$ cat src/hdl/iwpt_pkg.sv
`default_nettype none

package iwpt_pkg;

  // Moving average depth; must be a power of two (1 to 16)
  localparam int AVG_TAPS   = 4;
  localparam int TAP_SHIFT  = $clog2(AVG_TAPS);
  localparam int TAP_IDX_W  = (AVG_TAPS > 1) ? $clog2(AVG_TAPS) : 1;

  // Field widths
  localparam int ACC_W      = 16;
  localparam int GYRO_W     = 23;
  localparam int SOUND_W    = 12;
  localparam int ACC_SUM_W  = ACC_W + TAP_SHIFT;
  localparam int ACC_MAG_W  = 16;
  localparam int ACC_SQ_W   = 2 * ACC_MAG_W;
  localparam int GYRO_MAG_W = GYRO_W;
  localparam int GYRO_SQ_W  = 2 * GYRO_MAG_W;
  localparam int GYRO_OUT_W = 22;

  // Square root unit: radicand width, root width, step counter
  localparam int SQ_W       = GYRO_SQ_W;
  localparam int ROOT_W     = SQ_W / 2;
  localparam int ROOT_CNT_W = $clog2(ROOT_W + 1);

  // Configuration port
  localparam int CFG_IDX_W  = 2;
  localparam int CFG_DATA_W = 16;
  localparam int WLEN_W     = 8;
  localparam int GREF_W     = 14;
  localparam int MSTART_W   = 16;

  localparam logic [CFG_IDX_W-1:0] REG_WINDOW_LEN = 2'd0;
  localparam logic [CFG_IDX_W-1:0] REG_GRAVITY    = 2'd1;
  localparam logic [CFG_IDX_W-1:0] REG_MIN_START  = 2'd2;

  localparam logic [WLEN_W-1:0]   WLEN_RST   = 8'd25;
  localparam logic [GREF_W-1:0]   GREF_RST   = 14'd1000;
  localparam logic [MSTART_W-1:0] MSTART_RST = 16'd10102;

  // Control from the sequencer to every lane
  typedef struct packed {
    logic                 load;
    logic [TAP_IDX_W-1:0] idx;
  } lane_ctl_t;

endpackage

`default_nettype wire

$ cat src/hdl/iwpt_gyro_lane.sv
`default_nettype none

module iwpt_gyro_lane
  import iwpt_pkg::*;
(
  input  wire logic                     clk,
  input  wire lane_ctl_t                ctl,
  input  wire logic signed [GYRO_W-1:0] sample,
  output logic         [GYRO_SQ_W-1:0]  sq
);

  logic signed [GYRO_W-1:0]     g_r;
  logic        [GYRO_MAG_W-1:0] mag_r;
  logic        [GYRO_SQ_W-1:0]  sq_r;

  // Capture the rate, then magnitude, then square
  always_ff @(posedge clk) begin
    if (ctl.load) begin
      g_r <= sample;
    end
    mag_r <= (g_r < 0) ? GYRO_MAG_W'(-g_r) : GYRO_MAG_W'(g_r);
    sq_r  <= mag_r * mag_r;
  end

  assign sq = sq_r;

endmodule

`default_nettype wire

$ cat config.mk
export PLATFORM = sky130hd
export DESIGN_NAME = iwpt_gyro_lane
export DESIGN_NICKNAME = d
export VERILOG_FILES = /design/src/hdl/iwpt_pkg.sv /design/src/hdl/iwpt_gyro_lane.sv
export SDC_FILE = /design/constraint.sdc
export NUM_CORES = 1
export LEC_CHECK = 0
export ABC_AREA = 1
export BUFFER_PORTS_ARGS = -buffer_cell sky130_fd_sc_hd__buf_2
export CORE_MARGIN = 2
export CORE_UTILIZATION = 35
export DETAILED_ROUTE_END_ITERATION = 6
export GPL_TIMING_DRIVEN = 0
export SYNTH_ARGS = -nofsm -noshare
export SYNTH_HDL_FRONTEND = slang
export SYNTH_SLANG_ARGS = --single-unit
$ cat constraint.sdc
create_clock -name clk -period 11.8 [get_ports clk]
set_clock_uncertainty 0.05 [all_clocks]
set_input_delay 2.36 -clock clk [delete_from_list [all_inputs] [get_ports clk]]
set_output_delay 2.36 -clock clk [all_outputs]
set_load 0.02 [all_outputs]
## Yosys cells after proc, flatten, opt, wreduce, memory -nomap -nowiden

Cells that the tools add are included.
Widths: inputs -> output; s select.

| operators by class | value |
|---|---|
| multipliers | 1 |
| $lt $le $gt $ge | 1 |
| multiplexer cells | 1 |
| add/sub/neg operators | 1 |

Operator list:

| cell | count |
|---|---|
| $mul 23x23->46 | 1 |
| $lt 23x1->1 const B | 1 |
| $mux 23 | 1 |
| $neg 23->23 | 1 |

| storage, ports and cells | value |
|---|---|
| register bits | 92 |
| output and inout bits | 46 |
| word-level logic and storage cells | 7 |

## Depth between registers and ports, before layout

Gate-level depths: netlist of the first run.

| logic depth | value |
|---|---|
| depth in word-level cells | 2 |
| gate-level depth with buffers | 30 |
| depth with buffers taken out | 28 |

## Worst setup path after synthesis of the first run

OpenSTA, ideal clock, no wires.

| timing | value |
|---|---|
| path type | register -> register |
| from | reg mag_r[20] |
| to | reg sq_r[41] (netlist: sq[41]) |
| stages on the path, launching flop included | 25 |
| data required time | 11.638 ns |
| buffers on the path | 2 |
| library setup time | 0.112 ns |
| slack | 5.960 ns |
| arrival | 5.678 ns |
| cells stage by stage | dfxtp_1 -> clkbuf_1 -> clkbuf_1 -> nand2_1 -> fa_1 -> inv_1 -> fa_1 -> inv_1 -> fa_1 -> fa_1 -> inv_1 -> fa_1 -> fa_1 -> inv_1 -> fa_1 -> inv_1 -> ha_1 -> a21oi_1 -> nand2_1 -> a21oi_1 -> nor2_1 -> nor2_1 -> nand2_1 -> nand2_1 -> nand2_1 |

| on the way | value |
|---|---|
| cells in the longest elaborated chain, start to end | 1 |

Ends and longest elaborated chain:

| item | line | source |
|---|---|---|
| from (decl) | iwpt_gyro_lane.sv:13 | `logic [GYRO_MAG_W-1:0] mag_r;` |
| from (signal assigned) | iwpt_gyro_lane.sv:21 | `mag_r <= (g_r < 0) ? GYRO_MAG_W'(-g_r) : GYRO_MAG_W'(g_r);` |
| $mul 23x23->46 | iwpt_gyro_lane.sv:22 | `sq_r <= mag_r * mag_r;` |
| to (signal assigned) | iwpt_gyro_lane.sv:22 |  |
| to (decl) | iwpt_gyro_lane.sv:14 | `logic [GYRO_SQ_W-1:0] sq_r;` |

Every way passes these cells.
A chain may end at the register's enable or synchronous reset.

## Worst setup path in the final report of the first run

| timing | value |
|---|---|
| from | reg mag_r[15] |
| to | reg sq_r[22] (netlist: sq[22]) |

The elaborated chain is that of the path after synthesis.

==> run_results.csv, run 1 <==
group,metric,value,unit
timing,tns,0,ns
synthesis,ys_top_cells_by_area,"fa_1 41%, inv_1 15%, ha_1 12%",
layout,synthToLayoutAreaGrowth,7.97,%
placed_design,dp_hpwl,46.3,mm
setup_path,critPathKind,"flip-flop to flip-flop",
synthesis,synth.net_count,2943,
min_path,hold_depth,0,
synthesis,syn_area,19000,um^2
synthesis,synth_edf_count,23,
timing,fin_crit,7.29,ns
detailed_routing,drt_iter0_markers,995,
placed_design,pre_cts_ws,4.62,ns
synthesis,synth.ff_latch_count,91,
clock_network,postCtsSetupRepairBufs,0,
detailed_routing,avgViaCountPerCell,4.64,
setup_path,reg2reg_from,"mag_r[15]$_DFF_P_",
synthesis,synth_common_cells,"778 x inv_1, 560 x nand2_1, 385 x fa_1",
synthesis,synth_ff_type,"dfxtp_1",
floorplan,die_x,237,um
setup_path,end_kind,"flip-flop",
layout,multi_input_area,13800,um^2
synthesis,synth.largest_area_cell,"fa_1",
layout,antenna_cells,0,
synthesis,synth_area_per_cell,8.08,um^2
setup_path,r2r_end,"sq[22]$_DFF_P_",
clock_network,cts_tree,"built",
min_path,min_to,"mag_r[0]$_DFF_P_",
detailed_routing,wl_per_cell,17.3,um
clock_network,ctsHoldBuffers,0,
timing,slew_violations,0,
detailed_routing,detail-route-antenna-nets,0,
floorplan,initial_utilization,0.353,
layout,fill_cells,5588,
timing,fmax,137,MHz
detailed_routing,drc,0,
clock_network,ctsLongestPathBuffers,2,
clock_network,root_buffer,"clkbuf_16",
setup_path,critPathLaunchType,"flip-flop",
detailed_routing,first_pass_iters,5,
timing,worst_hold_slack,0.389,ns
timing,grt_setup_unrepaired,"false",
synthesis,netlist.area_leader.share,0.405,
setup_path,r2r_slack,4.51,ns
global_route,grt_pass1_vias,15400,
synthesis,yosysMostFrequentCell,"inv_1",
setup_path,crit_arrival,7.49,ns
layout,layout-drive-gt1-share,0.0513,
timing,fin_crit_sh,0.618,
floorplan,dieArea,56200,um^2
timing,worst_slack,4.51,ns
clock_network,ctsResizeCount,0,
layout,nets,3023,
timing,finalSetupViolCount,0,
clock_network,clkLatencyLatePin,0.40,ns
floorplan,row_count,85,
floorplan,die_height,237,um
min_path,hold_path.class,"flip-flop to flip-flop",
placed_design,place_congestion,0.972,
placed_design,portBuffers,69,
detailed_routing,totalWireLength,54.3,mm
floorplan,io_pins,73,
global_route,grt_pass1_wl,85.8,mm
setup_path,worstPathMaxFanout,10,
clock_network,cts.sinks,91,
timing,finalHoldViolations,0,
clock_network,numCtsBuffers,9,
clock_network,h-tree-depth,3,
synthesis,synthArstFlopShare,0,
timing,slew_headroom,0.313,
floorplan,core_area,53800,um^2
min_path,min_from,"g_r[0]$_DFFE_PP_",
setup_path,r2r_cells,22,
global_route,grt_overflow,0,
clock_network,clk_pin_slew_worst_paths,0.08,ns
synthesis,ys_types,34,
timing,worst_pin_slew,1.03,ns
global_route,antenna_found_initial,1,
synthesis,yosysWarnings,0,
status,outcome,"finished, final reports clean",
setup_path,cp.required,12.01,ns
global_route,track_usage,0.204,
global_route,grt_start_max_net_pins,24,
flow_run,cap_violations,0,
layout,register_area,2050,um^2
synthesis,synthCells,2354,
synthesis,ys_seq_area_frac,0.108,
detailed_routing,vias,14600,
[per-layer routing]
| layer | share of wire | track usage |
|---|---|---|
| met5 | 0 | 0 |
| met2 | 0.48 | 0.341 |
| met3 | 0.080 | 0.0416 |
| met4 | 0.025 | 0.0570 |
| met1 | 0.42 | 0.267 |
[critical path, cell delays in order (launching register included)]
cell	delay (ns)
dfxtp_1	0.68
clkbuf_1	0.78
nand2_1	0.27
fa_1	0.55
fa_1	0.51
inv_1	0.05
fa_1	0.52
inv_1	0.06
fa_1	0.51
inv_1	0.06
fa_1	0.48
fa_1	0.49
inv_1	0.05
fa_1	0.47
inv_1	0.04
ha_1	0.39
nand2_1	0.14
nor2_2	0.15
inv_1	0.07
nor2_2	0.13
nand3b_1	0.12
nand3_2	0.15
xor2_1	0.42
[cell families (layout without fill, tap and decap cells)]
logic type	count (synthesis)	count (layout)	share of synthesized area
other	1	1	0.000197
XOR/XNOR	60	60	0.0276
AND/OR/NAND/NOR	745	745	0.160
flip-flops	91	91	0.108
buffers and inverters	831	916	0.164
AO/OA/AOI/OAI	64	64	0.0184
adder cells (fa/ha/maj)	562	562	0.522
[area by class of cell]
class / count / area share
well taps: 696 / 0.0424
inverters: 778 / 0.142
repair buffers: 69 / 0.0168
multi-input cells: 1432 / 0.674
clock inverters: 7 / 0.00366
plain buffers: 53 / 0.00987
flip-flops and latches: 91 / 0.0999
clock buffers: 9 / 0.0110
[through the flow]
step / area, um^2 / utilization / instances
2_1_floorplan: 19000 / - / 2354
3_3_place_gp: 20200 / 0.376 / 3119
3_5_place_dp: 20200 / 0.376 / 3119
4_1_cts: 20500 / 0.382 / 3135
5_1_grt: 20500 / 0.382 / 3135
6_report: 20500 / 0.382 / 3135
[how the worst max path moves through the flow]
stage / start / to / slack, ns / cells after the start
finish: mag_r[15]$_DFF_P_ / sq[22]$_DFF_P_ / 4.51 / 22
global route: mag_r[15]$_DFF_P_ / sq[22]$_DFF_P_ / 4.24 / 22
CTS: mag_r[20]$_DFF_P_ / sq[26]$_DFF_P_ / 4.55 / 23
detailed placement: mag_r[20]$_DFF_P_ / sq[26]$_DFF_P_ / 4.62 / 23
global placement: mag_r[20]$_DFF_P_ / sq[26]$_DFF_P_ / 4.56 / 23
floorplan: mag_r[20]$_DFF_P_ / sq[41]$_DFF_P_ / 5.96 / 24
[placed cells by master, fill, tap and decap left out, types with 32 or more instances in the layout]
master	netlist	routed
inv_1	778	778
nand2_1	560	560
fa_1	385	385
ha_1	177	177
nor2_1	94	94
buf_2	0	69
dfxtp_1	68	68
clkbuf_1	50	50
xor2_1	41	41
a21oi_1	40	40
nand3_1	32	32
[registers in the layout (all words and copies together), names as in the netlist]
name   count
g_r       23
sq        45
mag_r     23
Power of run 1 is left out: the tool's default activity adds up to more than one toggle a clock period on the data nets, which glitch-free logic cannot reach.
==> inputs of run 2 (changes only) <==
==> constraint.sdc (replaced) <==
create_clock -name clk -period 6.55 [get_ports clk]
set_clock_uncertainty 0.05 [all_clocks]
set_input_delay 1.31 -clock clk [delete_from_list [all_inputs] [get_ports clk]]
set_output_delay 1.31 -clock clk [all_outputs]
set_load 0.02 [all_outputs]
==> run_results.csv, run 2 (same netlist as run 1, synthesis figures left out) <==
group,metric,value,unit
clock_network,numCtsBuffers,9,
layout,final_area,20900,um^2
floorplan,initial_utilization,0.353,
global_route,antenna_found_initial,1,
clock_network,cts.sinks,91,
placed_design,dp_hpwl,46.3,mm
layout,multi_input_area,13900,um^2
timing,fmax,159,MHz
min_path,hold_path.class,"flip-flop to flip-flop",
global_route,grt_pass1_wl,85.8,mm
setup_path,end_kind,"flip-flop",
setup_path,max_stage_delay,0.55,ns
placed_design,dpl-instance-area,20200,um^2
detailed_routing,drt_iter0_markers,924,
flow_run,cap_violations,0,
timing,finalHoldViolations,0,
layout,synthToLayoutAreaGrowth,9.73,%
clock_network,h-tree-depth,3,
layout,largest_register_ffs,45,
timing,worst_pin_slew,0.814,ns
clock_network,clk_pin_slew_worst_paths,0.08,ns
clock_network,clkLatencyLatePin,0.41,ns
layout,layout_commonest_cell,"inv_1",
detailed_routing,vias,14500,
detailed_routing,first_pass_iters,5,
layout,layout-drive-gt1-share,0.0845,
setup_path,cpLargestDelayFamily,"adder cells",
timing,grt_setup_unrepaired,"true",
timing,slew_violations,0,
floorplan,core_area,53800,um^2
status,outcome,"finished, final reports clean",
clock_network,cts_tree,"built",
setup_path,critPathKind,"flip-flop to flip-flop",
floorplan,dieArea,56200,um^2
floorplan,die_x,237,um
setup_path,critPathLaunchType,"flip-flop",
setup_path,cp_cell_sequence,"clkbuf_4, nand2_1, fa_1, inv_1, fa_1, inv_1, fa_1, fa_1, inv_1, fa_1, fa_1, inv_1, fa_1, inv_1, ha_1, a21oi_1, nand2_1, a21oi_1, nor2_1, nor2_1, nand2_1, nand2_1, nand2_1",
setup_path,crit_arrival,6.52,ns
placed_design,portBuffers,69,
setup_path,worst_path_max_delay_cell,"fa_1",
clock_network,ctsLongestPathBuffers,2,
timing,fin_crit,6.28,ns
setup_path,worstPathMaxFanout,10,
layout,antenna_cells,0,
global_route,grt_start_max_net_pins,24,
timing,finalSetupViolCount,0,
setup_path,cp.required,6.79,ns
clock_network,ctsHoldBuffers,0,
setup_path,crit_top_cell,"fa_1",
timing,slew_headroom,0.458,
detailed_routing,wl_per_cell,17.3,um
timing,fin_crit_sh,0.959,
layout,layout_common_cells,"778 x inv_1, 559 x nand2_1, 384 x fa_1",
floorplan,io_pins,73,
global_route,grt_overflow,0,
detailed_routing,avgViaCountPerCell,4.62,
global_route,track_usage,0.203,
setup_path,worst-path-buf-inv,6,
detailed_routing,totalWireLength,54.3,mm
detailed_routing,drc,0,
placed_design,place_congestion,0.972,
detailed_routing,detail-route-antenna-nets,0,
floorplan,die_height,237,um
clock_network,root_buffer,"clkbuf_16",
layout,register_area,2090,um^2
layout,nets,3023,
layout,fill_cells,5543,
global_route,grt_pass1_vias,15400,
floorplan,row_count,85,
run 2: worst paths after layout:
check | slack (ns) | end | depth (start not counted) | startpoint
worst min-delay path | 0.39 | mag_r[0]$_DFF_P_ | 0 | g_r[0]$_DFFE_PP_
worst max register to register | 0.27 | sq[41]$_DFF_P_ | 23 | mag_r[10]$_DFF_P_
worst min register to register | 0.39 | mag_r[0]$_DFF_P_ | 0 | g_r[0]$_DFFE_PP_
worst max-delay path | 0.27 | sq[41]$_DFF_P_ | 23 | mag_r[10]$_DFF_P_
run 2: cell type report:
cell class,count,share of cell area
Timing Repair Buffer,70,0.0169
Buffer,52,0.0205
Tap cell,696,0.0417
Sequential cell,91,0.100
Clock inverter,7,0.00360
Inverter,778,0.140
Clock buffer,9,0.0108
Multi-Input combinational cell,1432,0.666
run 2: stage by stage:
stage          TNS (ns)  hold slack [ns]   util  std cells  setup slack (ns)
2_1_floorplan         0            0.298      -       2354             0.710
3_3_place_gp     -12.02            0.372  0.376       3119            -0.690
3_5_place_dp     -12.08            0.356  0.376       3119            -0.628
4_1_cts               0            0.406  0.384       3134           0.00851
5_1_grt         -0.0208            0.403  0.388       3135           -0.0172
6_report              0            0.387  0.388       3135             0.266
run 2: worst reg2reg max path, stage by stage (launching register included):
cell	delay, ns
dfxtp_4	0.44
clkbuf_4	0.30
nand2_1	0.14
fa_1	0.51
inv_1	0.05
fa_1	0.53
inv_1	0.05
fa_1	0.49
fa_1	0.55
inv_1	0.05
fa_1	0.44
fa_1	0.49
inv_1	0.07
fa_1	0.55
inv_1	0.10
ha_1	0.35
a21oi_1	0.28
nand2_1	0.14
a21oi_1	0.24
nor2_1	0.07
nor2_1	0.12
nand2_1	0.07
nand2_1	0.05
nand2_1	0.04
run 2: layer usage:
metal,global-route usage,up-vias,part of all wire
li1,-,6752,-
met1,0.269,7219,0.42
met2,0.340,441,0.48
met3,0.0377,76,0.075
met4,0.0598,0,0.027
met5,0,-,0
run 2: what timing repair did:
action / CTS / global route
hold endpoints to repair: 0 / 0
setup endpoints to repair: 31 / 27
gates resized for setup: 73 / 125
pin swaps: 0 / 1
setup buffers: 0 / 1
Power of run 2 is left out for the same reason.
