### src/hdl/iwpt_pkg.sv
`default_nettype none

package iwpt_pkg;

  // Moving average depth; must be a power of two (1 to 16)
  localparam int AVG_TAPS   = 4;
  localparam int TAP_SHIFT  = $clog2(AVG_TAPS);
  localparam int TAP_IDX_W  = (AVG_TAPS > 1) ? $clog2(AVG_TAPS) : 1;

  // Field widths
  localparam int ACC_W      = 16;
  localparam int GYRO_W     = 23;
  localparam int SOUND_W    = 12;
  localparam int ACC_SUM_W  = ACC_W + TAP_SHIFT;
  localparam int ACC_MAG_W  = 16;
  localparam int ACC_SQ_W   = 2 * ACC_MAG_W;
  localparam int GYRO_MAG_W = GYRO_W;
  localparam int GYRO_SQ_W  = 2 * GYRO_MAG_W;
  localparam int GYRO_OUT_W = 22;

  // Square root unit: radicand width, root width, step counter
  localparam int SQ_W       = GYRO_SQ_W;
  localparam int ROOT_W     = SQ_W / 2;
  localparam int ROOT_CNT_W = $clog2(ROOT_W + 1);

  // Configuration port
  localparam int CFG_IDX_W  = 2;
  localparam int CFG_DATA_W = 16;
  localparam int WLEN_W     = 8;
  localparam int GREF_W     = 14;
  localparam int MSTART_W   = 16;

  localparam logic [CFG_IDX_W-1:0] REG_WINDOW_LEN = 2'd0;
  localparam logic [CFG_IDX_W-1:0] REG_GRAVITY    = 2'd1;
  localparam logic [CFG_IDX_W-1:0] REG_MIN_START  = 2'd2;

  localparam logic [WLEN_W-1:0]   WLEN_RST   = 8'd25;
  localparam logic [GREF_W-1:0]   GREF_RST   = 14'd1000;
  localparam logic [MSTART_W-1:0] MSTART_RST = 16'd10102;

  // Control from the sequencer to every lane
  typedef struct packed {
    logic                 load;
    logic [TAP_IDX_W-1:0] idx;
  } lane_ctl_t;

endpackage

`default_nettype wire

### src/hdl/iwpt_accel_lane.sv
`default_nettype none

module iwpt_accel_lane
  import iwpt_pkg::*;
(
  input  wire logic                    clk,
  input  wire logic                    rst_n,
  input  wire lane_ctl_t               ctl,
  input  wire logic signed [ACC_W-1:0] sample,
  output logic         [ACC_SQ_W-1:0]  sq
);

  logic signed [ACC_W-1:0]     taps_r [AVG_TAPS];
  logic signed [ACC_SUM_W-1:0] tap_sum;
  logic signed [ACC_SUM_W-1:0] avg;
  logic        [ACC_SUM_W-1:0] avg_abs;
  logic        [ACC_MAG_W-1:0] mag_r;
  logic        [ACC_SQ_W-1:0]  sq_r;

  // Tap line: new sample overwrites the oldest entry
  always_ff @(posedge clk) begin
    if (!rst_n) begin
      for (int k = 0; k < AVG_TAPS; k++) taps_r[k] <= '0;
    end else if (ctl.load) begin
      taps_r[ctl.idx] <= sample;
    end
  end

  // Tap sum, divided with truncation toward zero
  always_comb begin
    tap_sum = '0;
    for (int k = 0; k < AVG_TAPS; k++) begin
      tap_sum = tap_sum + ACC_SUM_W'(taps_r[k]);
    end
    if (tap_sum < 0) begin
      avg = (tap_sum + signed'(ACC_SUM_W'(AVG_TAPS - 1))) >>> TAP_SHIFT;
    end else begin
      avg = tap_sum >>> TAP_SHIFT;
    end
    avg_abs = (avg < 0) ? ACC_SUM_W'(-avg) : ACC_SUM_W'(avg);
  end

  // Magnitude then square, one register each
  always_ff @(posedge clk) begin
    mag_r <= avg_abs[ACC_MAG_W-1:0];
    sq_r  <= mag_r * mag_r;
  end

  assign sq = sq_r;

endmodule

`default_nettype wire

### config.mk
export PLATFORM = sky130hd
export DESIGN_NAME = iwpt_accel_lane
export DESIGN_NICKNAME = d
export VERILOG_FILES = /design/src/hdl/iwpt_pkg.sv /design/src/hdl/iwpt_accel_lane.sv
export SDC_FILE = /design/constraint.sdc
export NUM_CORES = 1
export LEC_CHECK = 0
export BUFFER_PORTS_ARGS = -buffer_cell sky130_fd_sc_hd__buf_2
export CORE_AREA = 2 2 158 160
export CTS_CLUSTER_SIZE = 8
export DETAILED_ROUTE_END_ITERATION = 10
export DIE_AREA = 0 0 160 162
export PLACE_DENSITY = 0.68
export SKIP_LAST_GASP = 1
export SYNTH_ARGS = -nofsm -noshare
export SYNTH_HDL_FRONTEND = slang
export SYNTH_SLANG_ARGS = --single-unit
export TNS_END_PERCENT = 20
### constraint.sdc
create_clock -name clk -period 8.96 [get_ports clk]
set_input_delay 1.344 -clock clk [delete_from_list [all_inputs] [get_ports clk]]
set_output_delay 1.344 -clock clk [all_outputs]
set_load 0.02 [all_outputs]
# After elaboration in Yosys (flattened, before gate mapping)
# Memories as Yosys holds them, arrays and structs flattened.
# Index checks and enable logic that the tools add are counted.
dict set report op_classes {
  n_addsub 5
  n_mul 1
  n_div 0
  magnitude_cmp 2
  eq_ne 0
  n_shift 0
  n_mux 9
  bitwise 0
  n_reduce_logical 1
}
# op count
set ops {}
lappend ops {{$lt 18x1->1 const B} 2}
lappend ops {{$mul 16x16->32} 1}
lappend ops {{$mux 16} 2}
lappend ops {{$add 17x16->18} 1}
lappend ops {{$add 18x16->18} 1}
lappend ops {{$add 18x3->18 const B} 1}
lappend ops {{$mux 18} 1}
lappend ops {{$add 16x16->17} 1}
lappend ops {{$neg 16->16} 1}
lappend ops {{$reduce_or 16->1} 1}
lappend ops {{$mux 1} 5}
lappend ops {{$mux 2} 1}
dict set report word_totals {
  register_bits 48
  latchBits 0
  ram_bits 64
  romBits 0
  input_bits 21
  output_inout_bits 32
  wordCells 21
  memories 1
}
# name words width rd rd_clocked_by_memory_dff write_ports line
set memory_table {}
lappend memory_table {taps_r 4 16 4 0 4 iwpt_accel_lane.sv:13} ;# logic signed [ACC_W-1:0] taps_r [AVG_TAPS];

# Logic depth before layout (Yosys ltp)
# Gate-level depths: netlist (run 1).
# An unclocked memory read counts as a cell.
dict set report depth {
  ltp_word 8
  depth_mapped 26
  depth_no_buf 25
}

# Worst setup path before layout (run 1)
# No wires, ideal clock.
dict set report synth_path {
  path_type {flip-flop to flip-flop}
  start {register mag_r[4]}
  end {register sq_r[30] (netlist: sq[30])}
  setup_ps 72
  arrival_time_ps 6142
  required_time_ps 8888
  path_slack_ps 2746
  path_stages_with_launch 25
  n_path_buf 2
  period_less_slack_ps 6214
  path_cell_list {dfxtp_1 -> clkbuf_1 -> clkbuf_1 -> nand2_1 -> fa_1 -> inv_1 -> fa_1 -> inv_1 -> fa_1 -> inv_1 -> fa_1 -> fa_1 -> inv_1 -> fa_1 -> inv_1 -> ha_1 -> a21o_1 -> a211oi_1 -> o22ai_1 -> nand4bb_1 -> a21bo_2 -> o41ai_1 -> o2111ai_1 -> a21oi_1 -> xnor2_1}
}
dict set report synth_via {
  elab_chain_len 1
}
# element line
set synth_lines {}
lappend synth_lines {{start, declared} iwpt_accel_lane.sv:17} ;# logic [ACC_MAG_W-1:0] mag_r;
lappend synth_lines {{start signal, assigned} iwpt_accel_lane.sv:45} ;# mag_r <= avg_abs[ACC_MAG_W-1:0];
lappend synth_lines {{$mul 16x16->32} iwpt_accel_lane.sv:46} ;# sq_r <= mag_r * mag_r;
lappend synth_lines {{end signal, assigned} iwpt_accel_lane.sv:46}
lappend synth_lines {{end, declared} iwpt_accel_lane.sv:18} ;# logic [ACC_SQ_W-1:0] sq_r;
# Every way passes these cells.

# Final worst setup path (run 1)
dict set report layout_path {
  start {register mag_r[2]}
  end {register sq_r[30] (netlist: sq[30])}
}
# The elaborated chain is that of the path after synthesis.

==> flow_metrics.py, run 1 <==
metrics = {
    "run_status": {
        "status": "finished, final reports clean",
    },
    "worst_setup_path": {
        "worstSetupPathType": "flop to flop",
        "critical_path.top_delay_family": "adder cells",
        "path_max_fanout": 14,
        "cp-end-kind": "flop",
        "required_ps": 9250,
        "path_buf_inv": 7,
        "crit_top_cell": "inv_1",
        "crit_chain": "inv_1 > nor2_1 > inv_1 > fa_1 > inv_1 > fa_1 > inv_1 > fa_1 > inv_1 > fa_1 > fa_1 > inv_1 > fa_1 > inv_1 > ha_1 > a21o_1 > a211oi_1 > o22ai_1 > nand4bb_1 > a21bo_2 > o41ai_1 > o2111ai_1 > a21oi_1 > xnor2_1",
        "slowest_stage": "dfxtp_1",
        "max_stage_delay_ps": 680,
        "worstSetupStartpointType": "flop",
        "arrival_ps": 7490,
    },
    "yosys": {
        "syn_nets": 1660,
        "synth_edf_count": 64,
        "synthDistinctLibCells": 71,
        "seq_area_frac_synth_pct": 22.1,
        "ys_seq_elements": 111,
        "synthArstFlopShare_pct": 0,
        "syn_area_per_cell_um2": 9.75,
        "yosys_warnings": 0,
        "ys.flop_type": "edfxtp_1",
        "syn_area_um2": 12900,
        "syn_inst": 1326,
    },
    "cells_and_area": {
        "final_cell_mix": "inv_1, fa_1, ha_1",
        "fin_area_um2": 13800,
        "fin_nets": 1693,
        "antenna_cells": 0,
        "utilization_pct": 57.2,
        "multi_input_area_um2": 8710,
        "drive_gt1_share_pct": 6.82,
        "area_delta_synth_final_pct": 6.69,
        "final_common_cell": "inv_1",
        "fillers": 2160,
        "regArea_um2": 2860,
    },
    "cts": {
        "holdBufCountCts": 0,
        "cts_resized": 0,
        "htreeDepth": 3,
        "clk_root_buffer_cell": "clkbuf_16",
        "clock_sinks": 111,
        "cts_made_buffers": 9,
        "postCtsSetupBuffers": 0,
        "clockBufferDepth": 2,
        "cts_tree": "done",
        "clk_latency_ps": 370,
        "clk_pin_slew_worst_paths_ps": 90,
    },
    "detailed_routing": {
        "wl_met1_um": 10800,
        "wire_per_inst_um": 14.5,
        "wl_met2_um": 12200,
        "drtIter0Drc": 500,
        "firstDrtPassIters": 6,
        "vias": 8674,
        "routed_via_density": 5.14,
        "met3WireLength_um": 906,
        "top_layer": "met5",
        "post-route-drc-count": 0,
        "ant_nets": 0,
        "routed_wl_um": 24500,
    },
    "floorplan": {
        "fp.dieH_um": 162,
        "io_pins": 53,
        "initial_core_util_pct": 53.7,
        "core_um2": 24100,
        "die-area_um2": 25900,
        "die_x_um": 160,
        "num_rows": 57,
    },
    "sta": {
        "fin_hold_ws_ps": 563,
        "final-setup-viol-count": 0,
        "tightest_slew_ps": 995,
        "tns_ps": 0,
        "grt_setup_unrepaired": "no",
        "final_hold_viol_count": 0,
        "drv_slew": 0,
        "slew-limit-headroom_pct": 32.0,
        "skew_ps": 8.24,
        "timing.final.crit_period_ps": 7200,
        "max_freq_mhz": 139,
        "finalCritPeriodShare_pct": 80.3,
    },
    "global_route": {
        "grt_pass1_vias": 9118,
        "grt_pass1_wl_um": 42600,
        "grt_max_degree": 23,
        "grt_remaining_overflow": 0,
        "antenna_found_initial": 1,
        "track_usage_pct": 20.3,
    },
    "placed_design": {
        "finalWeightedCongestion": 0.905,
        "portBuffers": 51,
        "place_hpwl_um": 20300,
        "place_area_um2": 13500,
    },
    "worst_hold_path": {
        "min_path_type": "flop to flop",
    },
    "run": {
        "maxCapViolations": 0,
    },
}
-- cell type report --
type,instances,area share [%]
clock inverters,7,0.580
inverters,328,8.92
repair buffers,55,2.07
clock buffers,9,1.63
well taps,324,2.94
flip-flops and latches,111,20.7
multi-input cells,854,63.1
-- path summary, 6_finish.rpt --
check / start / to / slack [ps] / cells past startpoint
setup / recovery: mag_r[2]$_DFF_P_ / sq[30]$_DFF_P_ / 1760 / 24
setup reg to reg: mag_r[2]$_DFF_P_ / sq[30]$_DFF_P_ / 1760 / 24
hold reg to reg: mag_r[0]$_DFF_P_ / sq[0]$_DFF_P_ / 560 / 0
hold / removal: mag_r[0]$_DFF_P_ / sq[0]$_DFF_P_ / 560 / 0
-- cell usage after synthesis (5+ instances only) --
master    number  area share [%]
nor2_1        57             1.7
xnor2_1       42             2.8
nor4_1         5            0.24
a21oi_1       39             1.5
nand3_1       22            0.85
a211oi_1       6            0.35
o31ai_1        5            0.29
inv_1        327             9.5
edfxtp_1      64              15
o211ai_1       5            0.29
a31o_2         5            0.34
nand2_1       88             2.6
and3_1        22             1.1
nor2b_1        9            0.44
a21o_1        20             1.2
o21ai_0       10            0.39
ha_1         118              11
clkbuf_1      28            0.81
xor2_1        26             1.8
nor3_1        13            0.50
nand4_1        7            0.34
o21a_1         7            0.41
and2_1        82             4.0
o21bai_1       6            0.35
fa_1         195              30
nand2b_1       5            0.24
dfxtp_1       47             7.3
-- cell families after synthesis --
logic type	synth area share (%)
AO/OA/AOI/OAI	7.29
XOR/XNOR	4.86
adder cells (fa/ha/maj)	41.6
buffers and inverters	10.6
flip-flops	22.1
multiplexers	0.319
other	0.0290
AND/OR/NAND/NOR	13.2
-- per-stage QoR --
step,std cells,setup slack [ps]
finish,1688,1760
global route,1688,1360
CTS,1688,1640
floorplan,1326,2750
global placement,1672,1760
detailed placement,1672,1700
-- state kept, by name (all words and copies together), names as in the netlist --
name,flops
sq,31
taps_r,64
mag_r,16
-- routing by layer --
| layer | track usage, % | up-vias |
|---|---|---|
| met2 | 36.4 | 169 |
| met3 | 3.06 | 43 |
| met4 | 5.90 | 2 |
| li1 | - | 4197 |
| met1 | 25.6 | 4263 |
| met5 | 0 | - |
Power of run 1 is left out: the tool's default activity adds up to more than one toggle a clock period on the data nets, which glitch-free logic cannot reach.
==> run 2, diff against run 1 <==
--- a/config.mk
+++ b/config.mk
@@ -5,12 +5,13 @@
 export SDC_FILE = /design/constraint.sdc
 export NUM_CORES = 1
 export LEC_CHECK = 0
+export ABC_AREA = 1
 export BUFFER_PORTS_ARGS = -buffer_cell sky130_fd_sc_hd__buf_2
-export CORE_AREA = 2 2 158 160
+export CORE_AREA = 2 2 161 163
 export CTS_CLUSTER_SIZE = 8
 export DETAILED_ROUTE_END_ITERATION = 10
-export DIE_AREA = 0 0 160 162
-export PLACE_DENSITY = 0.68
+export DIE_AREA = 0 0 163 165
+export PLACE_DENSITY = 0.7
 export SKIP_LAST_GASP = 1
 export SYNTH_ARGS = -nofsm -noshare
 export SYNTH_HDL_FRONTEND = slang
==> constraint.sdc (replaced) <==
create_clock -name clk -period 6.1 [get_ports clk]
set_input_delay 0.915 -clock clk [delete_from_list [all_inputs] [get_ports clk]]
set_output_delay 0.915 -clock clk [all_outputs]
set_load 0.02 [all_outputs]
==> flow_metrics.py, run 2 <==
metrics = {
    "worst_hold_path": {
        "min-delay-start": "mag_r[0]$_DFF_P_",
        "worstHoldPathCells": 0,
        "hold_path_end": "sq[0]$_DFF_P_",
        "min_path_type": "flop to flop",
    },
    "yosys": {
        "syn_nets": 1939,
        "seq_area_frac_synth_pct": 21.3,
        "ys_seq_elements": 111,
        "netlist_top_cells_count": "inv_1, nand2_1, fa_1",
        "yosysTopAreaCellShare_pct": 29.0,
        "synth_area_leader_cell": "fa_1",
        "synthDistinctLibCells": 46,
        "ys.flop_type": "edfxtp_1",
        "synth_edf_count": 64,
        "synth.most_common_cell": "inv_1",
        "syn_area_um2": 13400,
        "syn_area_per_cell_um2": 8.38,
        "yosys_warnings": 0,
        "syn_inst": 1605,
        "synth.area.top_cells": "fa_1, edfxtp_1, inv_1, ha_1, nand2_1",
        "synthArstFlopShare_pct": 0,
    },
    "cts": {
        "cts_tree": "done",
        "clock_sinks": 111,
        "clk_root_buffer_cell": "clkbuf_16",
        "clk_pin_slew_worst_paths_ps": 100,
        "postCtsSetupBuffers": 0,
        "cts_made_buffers": 9,
        "clk_latency_ps": 370,
        "clockBufferDepth": 2,
        "htreeDepth": 3,
    },
    "sta": {
        "finalCritPeriodShare_pct": 95.2,
        "tightest_slew_ps": 1210,
        "tns_ps": 0,
        "max_freq_mhz": 172,
        "setup_ws_ps": 291,
        "timing.final.crit_period_ps": 5810,
        "grt_setup_unrepaired": "yes",
        "slew-limit-headroom_pct": 19.1,
        "skew_ps": 14.0,
        "drv_slew": 0,
        "fin_hold_ws_ps": 508,
        "final_hold_viol_count": 0,
        "final-setup-viol-count": 0,
    },
    "floorplan": {
        "initial_core_util_pct": 53.7,
        "die_x_um": 163,
        "fp.dieH_um": 165,
        "die-area_um2": 26900,
        "core_um2": 25000,
        "num_rows": 58,
        "io_pins": 53,
    },
    "worst_setup_path": {
        "arrival_ps": 6040,
        "timing.rr.start": "mag_r[13]$_DFF_P_",
        "worstSetupStartpointType": "flop",
        "crit_top_cell": "fa_1",
        "required_ps": 6330,
        "max_stage_delay_ps": 620,
        "cp-end-kind": "flop",
        "path_max_fanout": 9,
        "r2r_slack_ps": 290,
        "slowest_stage": "fa_1",
        "reg2reg_depth": 19,
        "crit_chain": "buf_4 > nand2_1 > fa_1 > fa_1 > fa_1 > inv_1 > fa_1 > inv_1 > fa_1 > inv_1 > ha_1 > ha_1 > a21oi_1 > inv_1 > a31oi_1 > o221ai_1 > a21oi_1 > o21ai_0 > xor2_1",
        "worstSetupPathType": "flop to flop",
        "reg2reg_to": "sq[29]$_DFF_P_",
    },
    "placed_design": {
        "place_hpwl_um": 22300,
        "place_ws_ps": 116,
        "finalWeightedCongestion": 0.872,
        "portBuffers": 51,
    },
    "global_route": {
        "grt_pass1_wl_um": 48000,
        "track_usage_pct": 22.3,
        "antenna_found_initial": 1,
        "grt_pass1_vias": 10600,
        "grt_max_degree": 35,
        "grt_remaining_overflow": 0,
    },
    "cells_and_area": {
        "largest-register": "taps_r",
        "fillers": 2254,
        "area_delta_synth_final_pct": 7.56,
        "drive_gt1_share_pct": 8.46,
        "antenna_cells": 0,
        "largest_reg_flops": 64,
        "final_cell_mix": "inv_1, nand2_1, fa_1",
        "final_common_cell": "inv_1",
        "fin_nets": 1984,
    },
    "run_status": {
        "status": "finished, final reports clean",
    },
    "detailed_routing": {
        "post-route-drc-count": 0,
        "routed_wl_um": 26900,
        "routed_via_density": 4.91,
        "firstDrtPassIters": 5,
        "wire_per_inst_um": 13.5,
        "ant_nets": 0,
        "vias": 9755,
        "drtIter0Drc": 539,
    },
    "run": {
        "maxCapViolations": 0,
    },
}
run 2: changes by cell type in the layout (fill, tap and decap cells not counted), sizes merged, moves of 8 or more:
cell and change:
nand2 +254, inv +138, and2 -82, nor2 +44, nand3 +33, and3 -22, xnor2 -21, a21o -19
buf +19, nor3 +12, nor2b -9, o21ai +8
run 2: worst max-delay path by stage:
stage / from / to / slack [ps] / cells past startpoint
floorplan: mag_r[3]$_DFF_P_ / sq[30]$_DFF_P_ / 520 / 21
global placement: mag_r[3]$_DFF_P_ / sq[30]$_DFF_P_ / 220 / 20
detailed placement: mag_r[3]$_DFF_P_ / sq[30]$_DFF_P_ / 120 / 20
CTS: mag_r[3]$_DFF_P_ / sq[30]$_DFF_P_ / 90 / 20
global route: mag_r[3]$_DFF_P_ / sq[30]$_DFF_P_ / -80 / 23
finish: mag_r[13]$_DFF_P_ / sq[29]$_DFF_P_ / 290 / 19
run 2: layout make-up:
class / count / area, um2 / share of cell area (%)
Clock inverter: 7 / 103 / 0.709
Tap cell: 330 / 413 / 2.85
Multi-Input combinational cell: 991 / 8690 / 60.1
Sequential cell: 111 / 2860 / 19.8
Timing Repair Buffer: 74 / 428 / 2.96
Inverter: 463 / 1740 / 12.0
Clock buffer: 9 / 225 / 1.56
run 2: repair_timing:
item	CTS	global route
resized for setup	0	6
hold buffers	0	0
setup endpoints to repair	0	6
run 2: routing by layer:
metal  global-route usage (%)  up-vias  wire length (um)
li1                         -     4824                 -
met5                        0        -                 0
met2                     40.6      157             13600
met4                     5.27        0               423
met3                     2.76       23               966
met1                     28.4     4751             11800
run 2: per-stage QoR:
stage / utilization (%) / instances / cell area, um2
2_1_floorplan: - / 1605 / 13400
3_3_place_gp: 56.4 / 1969 / 14100
3_5_place_dp: 56.4 / 1969 / 14100
4_1_cts: 57.7 / 1985 / 14500
5_1_grt: 57.8 / 1985 / 14500
6_report: 57.8 / 1985 / 14500
run 2: worst max-delay path, delay by kind of cell, from the launching register on:
kind / cells / cell delay, ps
xor gates and xnor gates: 1 / 210
DFF: 1 / 590
adders and majority gates: 7 / 3210
AOI/OAI and AO/OA: 5 / 1100
buffers and inverters: 5 / 470
and+or+nand+nor: 1 / 80
run 2: kinds of logic (layout without fill, tap and decap cells):
| logic type | Yosys count | count (layout) | synth area share [%] |
|---|---|---|---|
| buffers and inverters | 503 | 553 | 14.1 |
| AND/OR/NAND/NOR | 540 | 540 | 17.5 |
| adder cells (fa/ha/maj) | 313 | 313 | 40.0 |
| XOR/XNOR | 48 | 48 | 3.13 |
| other | 1 | 1 | 0.0279 |
| multiplexers | 1 | 1 | 0.0837 |
| flip-flops | 111 | 111 | 21.3 |
| AO/OA/AOI/OAI | 88 | 88 | 3.86 |
Power of run 2 is left out for the same reason.
