**src/hdl/iwpt_pkg.sv**
```systemverilog
`default_nettype none

package iwpt_pkg;

  // Moving average depth; must be a power of two (1 to 16)
  localparam int AVG_TAPS   = 4;
  localparam int TAP_SHIFT  = $clog2(AVG_TAPS);
  localparam int TAP_IDX_W  = (AVG_TAPS > 1) ? $clog2(AVG_TAPS) : 1;

  // Field widths
  localparam int ACC_W      = 16;
  localparam int GYRO_W     = 23;
  localparam int SOUND_W    = 12;
  localparam int ACC_SUM_W  = ACC_W + TAP_SHIFT;
  localparam int ACC_MAG_W  = 16;
  localparam int ACC_SQ_W   = 2 * ACC_MAG_W;
  localparam int GYRO_MAG_W = GYRO_W;
  localparam int GYRO_SQ_W  = 2 * GYRO_MAG_W;
  localparam int GYRO_OUT_W = 22;

  // Square root unit: radicand width, root width, step counter
  localparam int SQ_W       = GYRO_SQ_W;
  localparam int ROOT_W     = SQ_W / 2;
  localparam int ROOT_CNT_W = $clog2(ROOT_W + 1);

  // Configuration port
  localparam int CFG_IDX_W  = 2;
  localparam int CFG_DATA_W = 16;
  localparam int WLEN_W     = 8;
  localparam int GREF_W     = 14;
  localparam int MSTART_W   = 16;

  localparam logic [CFG_IDX_W-1:0] REG_WINDOW_LEN = 2'd0;
  localparam logic [CFG_IDX_W-1:0] REG_GRAVITY    = 2'd1;
  localparam logic [CFG_IDX_W-1:0] REG_MIN_START  = 2'd2;

  localparam logic [WLEN_W-1:0]   WLEN_RST   = 8'd25;
  localparam logic [GREF_W-1:0]   GREF_RST   = 14'd1000;
  localparam logic [MSTART_W-1:0] MSTART_RST = 16'd10102;

  // Control from the sequencer to every lane
  typedef struct packed {
    logic                 load;
    logic [TAP_IDX_W-1:0] idx;
  } lane_ctl_t;

endpackage

`default_nettype wire

```
**src/hdl/iwpt_isqrt.sv**
```systemverilog
`default_nettype none

module iwpt_isqrt
  import iwpt_pkg::*;
(
  input  wire logic              clk,
  input  wire logic              rst_n,
  input  wire logic              start,
  input  wire logic [SQ_W-1:0]   radicand,
  output logic                   done,
  output logic      [ROOT_W-1:0] root
);

  logic [SQ_W-1:0]       op_r;
  logic [ROOT_W:0]       rem_r;
  logic [ROOT_W-1:0]     root_r;
  logic [ROOT_CNT_W-1:0] cnt_r;
  logic                  busy_r;
  logic                  done_r;

  logic [ROOT_W+1:0]     rem_sh;
  logic [ROOT_W+1:0]     trial;
  logic [ROOT_W+1:0]     diff;
  logic                  take;

  // One root bit per cycle: bring down two radicand bits, try 4r+1
  always_comb begin
    rem_sh = {rem_r[ROOT_W-1:0], op_r[SQ_W-1 -: 2]};
    trial  = {root_r, 2'b01};
    diff   = rem_sh - trial;
    take   = (rem_sh >= trial);
  end

  // Control
  always_ff @(posedge clk) begin
    if (!rst_n) begin
      busy_r <= 1'b0;
      done_r <= 1'b0;
      cnt_r  <= '0;
    end else begin
      // done pulses for one cycle after the last root bit
      done_r <= !start && busy_r && (cnt_r == ROOT_CNT_W'(1));
      if (start) begin
        busy_r <= 1'b1;
        cnt_r  <= ROOT_CNT_W'(ROOT_W);
      end else if (busy_r) begin
        cnt_r <= cnt_r - 1'b1;
        if (cnt_r == ROOT_CNT_W'(1)) begin
          busy_r <= 1'b0;
        end
      end
    end
  end

  // Datapath
  always_ff @(posedge clk) begin
    if (start) begin
      op_r   <= radicand;
      rem_r  <= '0;
      root_r <= '0;
    end else if (busy_r) begin
      op_r <= {op_r[SQ_W-3:0], 2'b00};
      if (take) begin
        rem_r  <= diff[ROOT_W:0];
        root_r <= {root_r[ROOT_W-2:0], 1'b1};
      end else begin
        rem_r  <= rem_sh[ROOT_W:0];
        root_r <= {root_r[ROOT_W-2:0], 1'b0};
      end
    end
  end

  assign done = done_r;
  assign root = root_r;

endmodule

`default_nettype wire
```
**config.mk**
```make
export PLATFORM = sky130hd
export DESIGN_NAME = iwpt_isqrt
export DESIGN_NICKNAME = d
export VERILOG_FILES = /design/src/hdl/iwpt_pkg.sv /design/src/hdl/iwpt_isqrt.sv
export SDC_FILE = /design/constraint.sdc
export NUM_CORES = 1
export LEC_CHECK = 0
export BUFFER_PORTS_ARGS = -buffer_cell sky130_fd_sc_hd__buf_2
export CAP_MARGIN = 40
export CORE_ASPECT_RATIO = 0.7
export CORE_MARGIN = 4
export CORE_UTILIZATION = 40
export CTS_CLUSTER_DIAMETER = 150
export DETAILED_ROUTE_END_ITERATION = 8
export GPL_ROUTABILITY_DRIVEN = 0
export GPL_TIMING_DRIVEN = 0
export HOLD_SLACK_MARGIN = 0.02
export PLACE_DENSITY = 0.59
export SYNTH_ARGS = -nofsm -noshare
export SYNTH_HDL_FRONTEND = slang
export SYNTH_SLANG_ARGS = --single-unit
export TNS_END_PERCENT = 50
```
**constraint.sdc**
```tcl
create_clock -name clk -period 3 [get_ports clk]
set_input_delay 0.15 -clock clk [delete_from_list [all_inputs] [get_ports clk]]
set_output_delay 0.15 -clock clk [all_outputs]
set_load 0.02 [all_outputs]
```
# [Word level (Yosys, flattened, before mapping)]
# Cells that the tools add are included.
[totals] regBits=99 latchBits=0 ram_bits=0 rom_bits=0 inputBits=49 out_inout_bits=24 word_cells=26 memories=0
[classes] n_addsub=2 multipliers=0 n_div=0 n_lt_le_gt_ge=1 n_eq_ne=1 shifts=0 mux=9 bitwise_logic=1 reduce_logical=5
[ops] op="$mux 46" count=2
[ops] op="$ge 25x25->1" count=1
[ops] op="$mux 23" count=1
[ops] op="$sub 23x23->23" count=1
[ops] op="$mux 5" count=2
[ops] op="$eq 5x1->1 const B" count=1
[ops] op="$sub 5x1->5 const B" count=1
[ops] op="$mux 1" count=4
[ops] op="$logic_and 1x1->1" count=2
[ops] op="$reduce_bool 2->1" count=1
[ops] op="$reduce_or 2->1" count=1
[ops] op="$logic_not 1->1" count=1
[ops] op="$not 1->1" count=1

# [Longest topological paths before layout]
# Gate-level depths: netlist of the first run.
[depth] depth_word=4 depth_mapped=12 mapped_depth_nobuf=10

# [Worst setup path before layout of the first run]
# OpenSTA, ideal clock, no wires.
[synth_path] path_type="reg2reg" start="register root_r[0], in the netlist root[0]" end="register rem_r[9]" setup_ns=0.079 arrival_time_ns=2.441 t_required_ns=2.921 slack_ns=0.480 stages_incl_launch_ff=12 path_buffers=1 synth_period_minus_slack_ns=2.520 cell_sequence="dfxtp_1 -> inv_1 -> ha_1 -> o21a_2 -> o32a_4 -> a21oi_4 -> o2111ai_4 -> nand2_4 -> o211ai_4 -> buf_8 -> a31o_1 -> a211oi_2"
[synth_between] elab_chain_cells=2 elab_cells_between_ends=3 classes_between="add/sub: 1; order compare: 1; mux: 1"
[synth_rtl] item="start, declared" line_no="iwpt_isqrt.sv:16" source="logic [ROOT_W-1:0] root_r;"
[synth_rtl] item="start signal, assigned" line_no="iwpt_isqrt.sv:65" source="root_r <= {root_r[ROOT_W-2:0], 1'b1};"
[synth_rtl] item="start signal, assigned" line_no="iwpt_isqrt.sv:68" source="root_r <= {root_r[ROOT_W-2:0], 1'b0};"
[synth_rtl] item="$sub 23x23->23 / $ge 25x25->1 (equally long branches)" line_no="iwpt_isqrt.sv:30, iwpt_isqrt.sv:31"
[synth_rtl] item="$mux 23 *" line_no="iwpt_isqrt.sv:63" source="if (take) begin"
[synth_rtl] item="end signal, assigned" line_no="iwpt_isqrt.sv:64" source="rem_r <= diff[ROOT_W:0];"
[synth_rtl] item="end signal, assigned" line_no="iwpt_isqrt.sv:67" source="rem_r <= rem_sh[ROOT_W:0];"
[synth_rtl] item="end, declared" line_no="iwpt_isqrt.sv:15" source="logic [ROOT_W:0] rem_r;"
# Every way passes the cells marked *; elsewhere a longest branch is shown, timed or not.
# A chain may end at the register's enable or synchronous reset.

# [Worst setup path after layout of the first run]
[layout_path] start="register root_r[1], in the netlist root[1]" end="register rem_r[15]"
# Same word-level chain as after synthesis.

==> metrics.txt, run 1 <==
maximum fanout along the worst path 10; Post-Layout Inst Area 6399 sq um; Clock transition at path regs 70 ps; ant diodes 0; FMAX 359.9 MHz; vias post-DR 4109; CTS buffer count 9; YS warnings 0; cts hold-fix bufs 0; # clock sinks 99; CTS tree built; worst hold path class primary input to flip-flop; via/cell ratio 5.136; first-pass GRT wire length 20730 um; sw frac 35.10%; Comb pwr share 38.6%; synthesized netlist net count 600; cell area after synthesis 5441 sq um; Residual DRC 0; full die area 15560 sq um; initial antenna violation count 0; Global Route Usage Sum 16.66%; clock latency on the worst-skew pair 350 ps; Final setup viols 0; EDFF count, synth 46; Setup crit start kind flip-flop; cell internal pwr 3.041 mW; Top Ports 73; first drt pass iteration count 5; sequential-to-total area share from yosys stat 44.88%; vias in the first global route 3993; Routed WL 12620 um; Remaining Overflow, GRT 0; layout cells sized above 1 26.34%; Hold WS 80.98 ps; Fin Setup TNS 0 ps; largest net degree at the start of global routing 26; CP max-delay cell dfxtp_1; core outline area 13230 sq um; Worst Hold Depth 2; DRT antenna net count 0; Leakage 2.650 nW; pwr/cell area 732.4 nW/um^2; nets 686; worst path cell trace inv_1 -> ha_1 -> o21a_2 -> o32a_4 -> a21oi_4 -> o2111ai_4 -> nand2_4 -> o211ai_4 -> buf_8 -> mux2i_1 -> o21ai_1; Max stage delay on crit path 470 ps; DIE HEIGHT 105.6 um; number of synthesized register bits 99; Least-Margin Pin Slew 818.6 ps; asr flop ratio synth 0%; Layout Utilization 48.38%; RSZ-0062 raised after global routing false; CTS Root Cell clkbuf_16; Clock Path Buffers 2; syn_area_per_cell 10.38 sq um; post-place instance area 6061 sq um; period utilization 92.61%; critical path required time 3220 ps; Netlist cell types 69; Reg2Reg Depth 11; NetSw 1.645 mW; Final min period 2778 ps; average wire per standard cell 15.77 um; status finished clean; CP Capture Type flip-flop; port bufs 72; max_slew headroom 45.43%; max cap viols 0; Initial Util 41.14%; final number of max-transition violations 0; dpl cells 782; H-tree levels 3; P&R area growth vs syn 17.59%; Post-DP HPWL 9300 um; Die W 147.4 um; Non-Filler Instances 800; maximum vdd drop 0.3798 mV; final hold violation count 0; Post-Syn Instances 524; Rows 35; clock network power share 26.4%; most common flop cell mapped by yosys dfxtp_1; drt initial violations 297; crit path DAT 3000 ps; Flop pwr share 35.0%; Post-Route Skew 9.683 ps; WS Path Type flip-flop to flip-flop
-- synth_stat cells, types with 3 or more instances --
cell type	n	area, sq um
edfxtp_1	46	1381
nor2_1	68	255.2
buf_2	3	15.01
ha_1	27	337.8
mux2i_1	38	380.4
nand4_1	4	25.02
and3_1	3	18.77
a211oi_1	12	90.09
o31ai_1	4	30.03
xnor2_1	12	105.1
nor3_1	6	30.03
a21o_1	4	30.03
nand2_1	29	108.9
inv_1	38	142.6
o21ai_0	17	85.08
o21ai_1	5	25.02
clkbuf_1	17	63.81
nand3_1	10	50.05
nand2b_1	4	25.02
mux2_2	44	495.5
a21oi_1	15	75.07
dfxtp_1	53	1061
a31oi_1	3	18.77
xor2_1	8	70.07
-- worst max-delay path, delay by kind of cell, from the launching register on --
family                   cells  cell delay (ps)
multiplexers                 1              350
flip-flops                   1              470
buffers and inverters        2              270
AO/OA/AOI/OAI                6             1120
AND/OR/NAND/NOR              1               90
adder cells (fa/ha/maj)      1              340
-- registers in the layout, indices dropped and copies added (netlist names) --
| register | count |
|---|---|
| done | 1 |
| cnt_r | 5 |
| busy_r | 1 |
| op_r | 46 |
| rem_r | 23 |
| root | 23 |
-- area by class of cell --
cell class,count,area (sq um)
clock buffers,9,225.2
fillers,1286,6827
multi-input cells,363,2744
flip-flops and latches,99,2442
plain buffers,24,116.4
well taps,185,231.5
repair buffers,75,402.9
clock inverters,7,93.84
inverters,38,142.6
-- cells in the final DEF, fill, tap and decap left out, drive strengths merged, types with 13 or more instances in the layout --
cell / netlist / layout
a211oi: 13 / 13
a21oi: 17 / 17
buf: 7 / 82
clkbuf: 17 / 26
dfxtp: 53 / 53
edfxtp: 46 / 46
ha: 27 / 27
inv: 38 / 42
mux2: 44 / 44
mux2i: 38 / 38
nand2: 30 / 30
nor2: 68 / 68
o21ai: 22 / 22
-- power groups by stage --
| stage | clock network [mW] | registers [mW] | logic (mW) |
|---|---|---|---|
| 2_1_floorplan | 0 | 1.64 | 1.40 |
| 3_3_place_gp | 0 | 1.67 | 1.71 |
| 3_5_place_dp | 0 | 1.67 | 1.75 |
| 4_1_cts | 1.28 | 1.64 | 1.76 |
| 5_1_grt | 1.34 | 1.66 | 1.99 |
| 6_report | 1.24 | 1.64 | 1.81 |
-- cell families (layout without fill, tap and decap cells) --
| family | Yosys count | in the layout | synth area share [%] |
|---|---|---|---|
| simple gates | 142 | 142 | 12.16 |
| flops | 99 | 99 | 44.88 |
| compound gates | 92 | 92 | 12.67 |
| mux | 82 | 82 | 16.10 |
| buf+inv | 62 | 153 | 4.760 |
| fa+ha+maj | 27 | 27 | 6.208 |
| xor+xnor | 20 | 20 | 3.219 |
-- per-stage QoR --
| stage | total power [mW] | worst slack (ps) |
|---|---|---|
| after floorplan | 3.040 | 479.8 |
| after global placement | 3.378 | 184.4 |
| after detailed placement | 3.419 | 136.2 |
| after CTS | 4.681 | 104.4 |
| after global routing | 4.981 | 11.65 |
| final | 4.686 | 221.7 |
-- final timing paths --
path              slack [ps]                endpoint              startpoint
hold reg to reg          480  rem_r[15]$_SDFFE_PP0P_  rem_r[15]$_SDFFE_PP0P_
setup / recovery         220  rem_r[15]$_SDFFE_PP0P_    root[1]$_SDFFE_PP0P_
hold / removal            80   op_r[0]$_SDFFCE_PN0P_             radicand[0]
setup reg to reg         220  rem_r[15]$_SDFFE_PP0P_    root[1]$_SDFFE_PP0P_
-- per-layer routing --
layer  track usage, %  vias up  routed length, um
met5                0        -                  0
met4            3.590        0                 83
met3            3.954        4                609
met2            23.16       96               5152
met1            25.97     1950               6774
li1                 -     2059                  -
-- what timing repair did --
action / in CTS / in global routing
gates resized for setup: 0 / 1
setup buffers: 0 / 2
setup endpoints to repair: 0 / 5
Note: power is estimated with default switching activity, not from simulation.
==> run 2: changes to the inputs <==
--- a/config.mk
+++ b/config.mk
@@ -9,13 +9,13 @@
 export CAP_MARGIN = 40
 export CORE_ASPECT_RATIO = 0.7
 export CORE_MARGIN = 4
-export CORE_UTILIZATION = 40
+export CORE_UTILIZATION = 50
 export CTS_CLUSTER_DIAMETER = 150
 export DETAILED_ROUTE_END_ITERATION = 8
 export GPL_ROUTABILITY_DRIVEN = 0
 export GPL_TIMING_DRIVEN = 0
 export HOLD_SLACK_MARGIN = 0.02
-export PLACE_DENSITY = 0.59
+export PLACE_DENSITY = 0.71
 export SYNTH_ARGS = -nofsm -noshare
 export SYNTH_HDL_FRONTEND = slang
 export SYNTH_SLANG_ARGS = --single-unit
==> run 2 against run 1 <==
Wire length down 1.4%. First-iteration DRC count up 25%. Cell count down 6.9%. Critical path depth unchanged. Clock power decreased by 6%. Critical endpoint unchanged.
==> metrics.txt, run 2 (synthesis gave the netlist of run 1 again) <==
status finished clean; met3 usage 5.274%; via/cell ratio 5.650; full die area 12640 sq um; Clock transition at path regs 80 ps; busiest layer in global routing met2; GR met2 Demand/Resource 29.16%; post-place setup slack 136.0 ps; period utilization 95.36%; Residual DRC 0; Routed WL 12450 um; FMAX 349.6 MHz; layout cells sized above 1 26.26%; largest net degree at the start of global routing 37; Die W 132.7 um; WS Path Type flip-flop to flip-flop; cts hold-fix bufs 0; max cap viols 0; CTS buffer count 9; H-tree levels 3; CTS tree built; maximum vdd drop 0.3524 mV; DRT antenna net count 0; power consumption 4.603 mW; hold_sp radicand[0]; average wire per standard cell 16.71 um; Top Ports 73; first drt pass iteration count 5; hold-critical path endpoint op_r[0]$_SDFFCE_PN0P_; most frequent cells in the layout buf_2, nor2_1, dfxtp_1; Setup crit start kind flip-flop; final number of max-transition violations 0; R2R Setup Slk 140 ps; Fin Setup TNS 0 ps; CP Capture Type flip-flop; worst hold path class primary input to flip-flop; clock latency on the worst-skew pair 350 ps; Final setup viols 0; vias in the first global route 3991; initial antenna violation count 0; nets 684; Post-Route Skew 8.524 ps; vias post-DR 4209; CTS Root Cell clkbuf_16; Worst Hold Depth 2; port bufs 72; Post-DP HPWL 9004 um; first-pass GRT wire length 19710 um; Reg with most FFs op_r; max_slew headroom 48.60%; met1 usage 27.95%; crit path DAT 3090 ps; worst r2r dst rem_r[15]$_SDFFE_PP0P_; pwr/cell area 730.8 nW/um^2; Leakage 2.634 nW; commonest non-fill, non-tap cell in the layout buf_2; max FFs per register 46; ant diodes 0; Reg2Reg Depth 11; FF-to-FF Start root[1]$_SDFFE_PP0P_; core outline area 10470 sq um; maximum fanout along the worst path 10; RSZ-0062 raised after global routing false; final hold violation count 0; Initial Util 51.96%; P&R area growth vs syn 15.75%; # clock sinks 99; post-route setup slack 139.3 ps; Clock Path Buffers 2; DIE HEIGHT 95.28 um; drt initial violations 370; Final min period 2861 ps; Global Route Usage Sum 19.62%; Rows 31; Remaining Overflow, GRT 0; critical path required time 3230 ps; Least-Margin Pin Slew 768.1 ps
[run 2: changes by cell type in the layout (fill, tap and decap cells not counted), sizes merged]
cell	previous run	this run
buf	82	80
clkinv	1	3
bufinv	1	0
clkinvlp	1	0
[run 2: critical path: stages (launching register included)]
cell       delay, ps
dfxtp_1          460
inv_1             70
ha_1             340
o21a_2           190
o32a_4           200
a21oi_4           70
o2111ai_4        310
nand2_4           90
o211ai_4         360
buf_8            210
mux2i_1          330
o21ai_1           90
[run 2: metal layers]
metal	vias up	part of all wire, %
met3	23	7.4
met5	-	0
li1	2051	-
met1	1991	48
met2	144	43
met4	0	1.6
[run 2: repair_timing]
action	in CTS	in global routing
gates resized for setup	0	2
endpoints found under the setup margin	0	6
buffers inserted	0	0
[run 2: worst max-delay path by stage]
stage / startpoint / to / slack, ps / cells after the start
global placement: root[1]$_SDFFE_PP0P_ / rem_r[15]$_SDFFE_PP0P_ / 240 / 11
finish: root[1]$_SDFFE_PP0P_ / rem_r[15]$_SDFFE_PP0P_ / 140 / 11
global route: root[1]$_SDFFE_PP0P_ / rem_r[3]$_SDFFE_PP0P_ / 9 / 11
floorplan: root[0]$_SDFFE_PP0P_ / rem_r[9]$_SDFFE_PP0P_ / 480 / 11
CTS: root[1]$_SDFFE_PP0P_ / rem_r[3]$_SDFFE_PP0P_ / 130 / 11
detailed placement: root[1]$_SDFFE_PP0P_ / rem_r[3]$_SDFFE_PP0P_ / 140 / 11
[run 2: cell type report]
class | count | area, sq um
timing repair buffer | 73 | 380.4
tap | 132 | 165.2
clock inverter | 7 | 76.32
multi-input combinational | 363 | 2750
sequential | 99 | 2442
inverter | 38 | 142.6
buffer | 24 | 116.4
clock buffer | 9 | 225.2
fill | 923 | 4174
[run 2: per-stage QoR]
stage / hold WS (ps) / cell area (sq um) / util, % / instances
2_1_floorplan: 347.4 / 5441 / - / 524
3_3_place_gp: 434.8 / 5967 / 56.98 / 728
3_5_place_dp: 436.5 / 5987 / 57.17 / 729
4_1_cts: 68.84 / 6289 / 60.05 / 745
5_1_grt: 81.92 / 6299 / 60.14 / 745
6_report: 78.22 / 6299 / 60.14 / 745
[run 2: power by group]
group	internal (mW)	switching, mW
Clock	0.594	0.573
Combinational	0.794	1.00
Sequential	1.56	0.0795
==> run 3: changes to the inputs <==
==> constraint.sdc (replaced) <==
create_clock -name clk -period 2.9 [get_ports clk]
set_input_delay 0.145 -clock clk [delete_from_list [all_inputs] [get_ports clk]]
set_output_delay 0.145 -clock clk [all_outputs]
set_load 0.02 [all_outputs]
==> run 3 against run 2 <==
Die area unchanged. Global-route usage unchanged. Sequential share of layout area down 0.12 points. Count of clock-buffer cells in the layout unchanged. Flip-flop and latch count unchanged. Sequential power up 4%. Maximum frequency up 3.5%. Wire length about the same. Via count up 0.33%. First-iteration DRC count up 8.6%. Critical path type unchanged. Largest power group unchanged.
==> metrics.txt, run 3 (synthesis gave the netlist of run 1 again) <==
crit path DAT 3020 ps; Reg2Reg Depth 11; Top Ports 73; Clock transition at path regs 80 ps; max FFs per register 46; initial antenna violation count 0; critical path required time 3150 ps; FMAX 361.9 MHz; status finished clean; core outline area 10470 sq um; CTS tree built; FF-to-FF Start root[1]$_SDFFE_PP0P_; Clock Path Buffers 2; DIE HEIGHT 95.28 um; Fin Setup TNS 0 ps; nets 686; Flop pwr share 35.4%; commonest non-fill, non-tap cell in the layout buf_2; layout cells sized above 1 26.67%; first-pass GRT wire length 19710 um; RSZ-0062 raised after global routing false; vias post-DR 4223; Setup crit start kind flip-flop; Hold WS 73.70 ps; port bufs 72; hold_sp radicand[0]; ant diodes 0; Comb pwr share 39.4%; largest net degree at the start of global routing 37; average wire per standard cell 16.65 um; final number of max-transition violations 0; clock latency on the worst-skew pair 350 ps; NetSw 1.720 mW; first drt pass iteration count 5; drt initial violations 402; Critical Path Source root[1]$_SDFFE_PP0P_; # clock sinks 99; most frequent cells in the layout buf_2, nor2_1, dfxtp_1; Initial Util 51.96%; Leakage 2.645 nW; Layout Utilization 60.33%; Least-Margin Pin Slew 792.5 ps; Residual DRC 0; CTS Root Cell clkbuf_16; max cap viols 0; sw frac 35.89%; max_slew headroom 46.97%; DRT antenna net count 0; clock network power share 25.2%; H-tree levels 3; Final min period 2763 ps; final hold violation count 0; Rows 31; worst hold path class primary input to flip-flop; Global Route Usage Sum 19.62%; cell internal pwr 3.072 mW; full die area 12640 sq um; period utilization 95.28%; CP Capture Type flip-flop; Remaining Overflow, GRT 0; pwr/cell area 758.4 nW/um^2; Post-DP HPWL 9004 um; Reg with most FFs op_r; vias in the first global route 3991; Worst Hold Depth 2; P&R area growth vs syn 16.12%; Post-Route Skew 7.819 ps; maximum vdd drop 0.3760 mV; Die W 132.7 um; Final setup viols 0; maximum fanout along the worst path 4; Routed WL 12440 um; via/cell ratio 5.653; CTS buffer count 9; WS Path Type flip-flop to flip-flop
run 3: metrics by stage:
stage	cells	total power, mW	instance area [sq um]	setup slack [ps]
after CTS	745	4.747	6289	28.46
after floorplan	524	3.145	5441	379.8
final	747	4.792	6319	136.9
after global routing	747	5.040	6319	2.550
after detailed placement	729	3.518	5987	36.03
after global placement	728	3.467	5967	138.9
run 3: critical path, cell delays in order, from the launching register on:
cell	delay (ps)
dfxtp_1	460
inv_1	70
ha_1	350
o21a_2	260
o32a_4	250
a21oi_4	210
o2111ai_4	200
nand2_4	120
o211ai_4	100
buf_4	190
and3_1	160
nor4_1	280
run 3: path summary, 6_finish.rpt:
kind	slack [ps]	end
max reg2reg	140	rem_r[10]$_SDFFE_PP0P_
min reg2reg	500	rem_r[15]$_SDFFE_PP0P_
min	70	op_r[0]$_SDFFCE_PN0P_
max	140	rem_r[10]$_SDFFE_PP0P_
run 3: cell type report:
cell class / count / area [sq um]
Sequential cell: 99 / 2442
Inverter: 38 / 142.6
Clock buffer: 9 / 225.2
Fill cell: 922 / 4154
Clock inverter: 7 / 76.32
Buffer: 24 / 116.4
Tap cell: 132 / 165.2
Multi-Input combinational cell: 363 / 2755
Timing Repair Buffer: 75 / 395.4
run 3: metal layers:
metal	track usage (%)	routed length [um]	up-vias	share of wire (%)
li1	-	-	2056	-
met1	27.95	5974	1993	48
met2	29.16	5301	150	43
met3	5.274	951	24	7.6
met4	6.228	210	0	1.7
met5	0	0	-	0
run 3: timing repair:
item	4_1_cts	5_1_grt
hold buffers	0	0
endpoints found under the hold margin	0	0
setup buffers	0	2
endpoints found under the setup margin	0	16
gates resized for setup	0	3
run 3: power by group through the flow:
| stage | sequential, mW | clock [mW] | combinational, mW |
|---|---|---|---|
| 6_report | 1.70 | 1.21 | 1.89 |
| 5_1_grt | 1.71 | 1.28 | 2.05 |
| 4_1_cts | 1.70 | 1.24 | 1.81 |
| 3_5_place_dp | 1.73 | 0 | 1.79 |
| 3_3_place_gp | 1.72 | 0 | 1.75 |
| 2_1_floorplan | 1.70 | 0 | 1.44 |
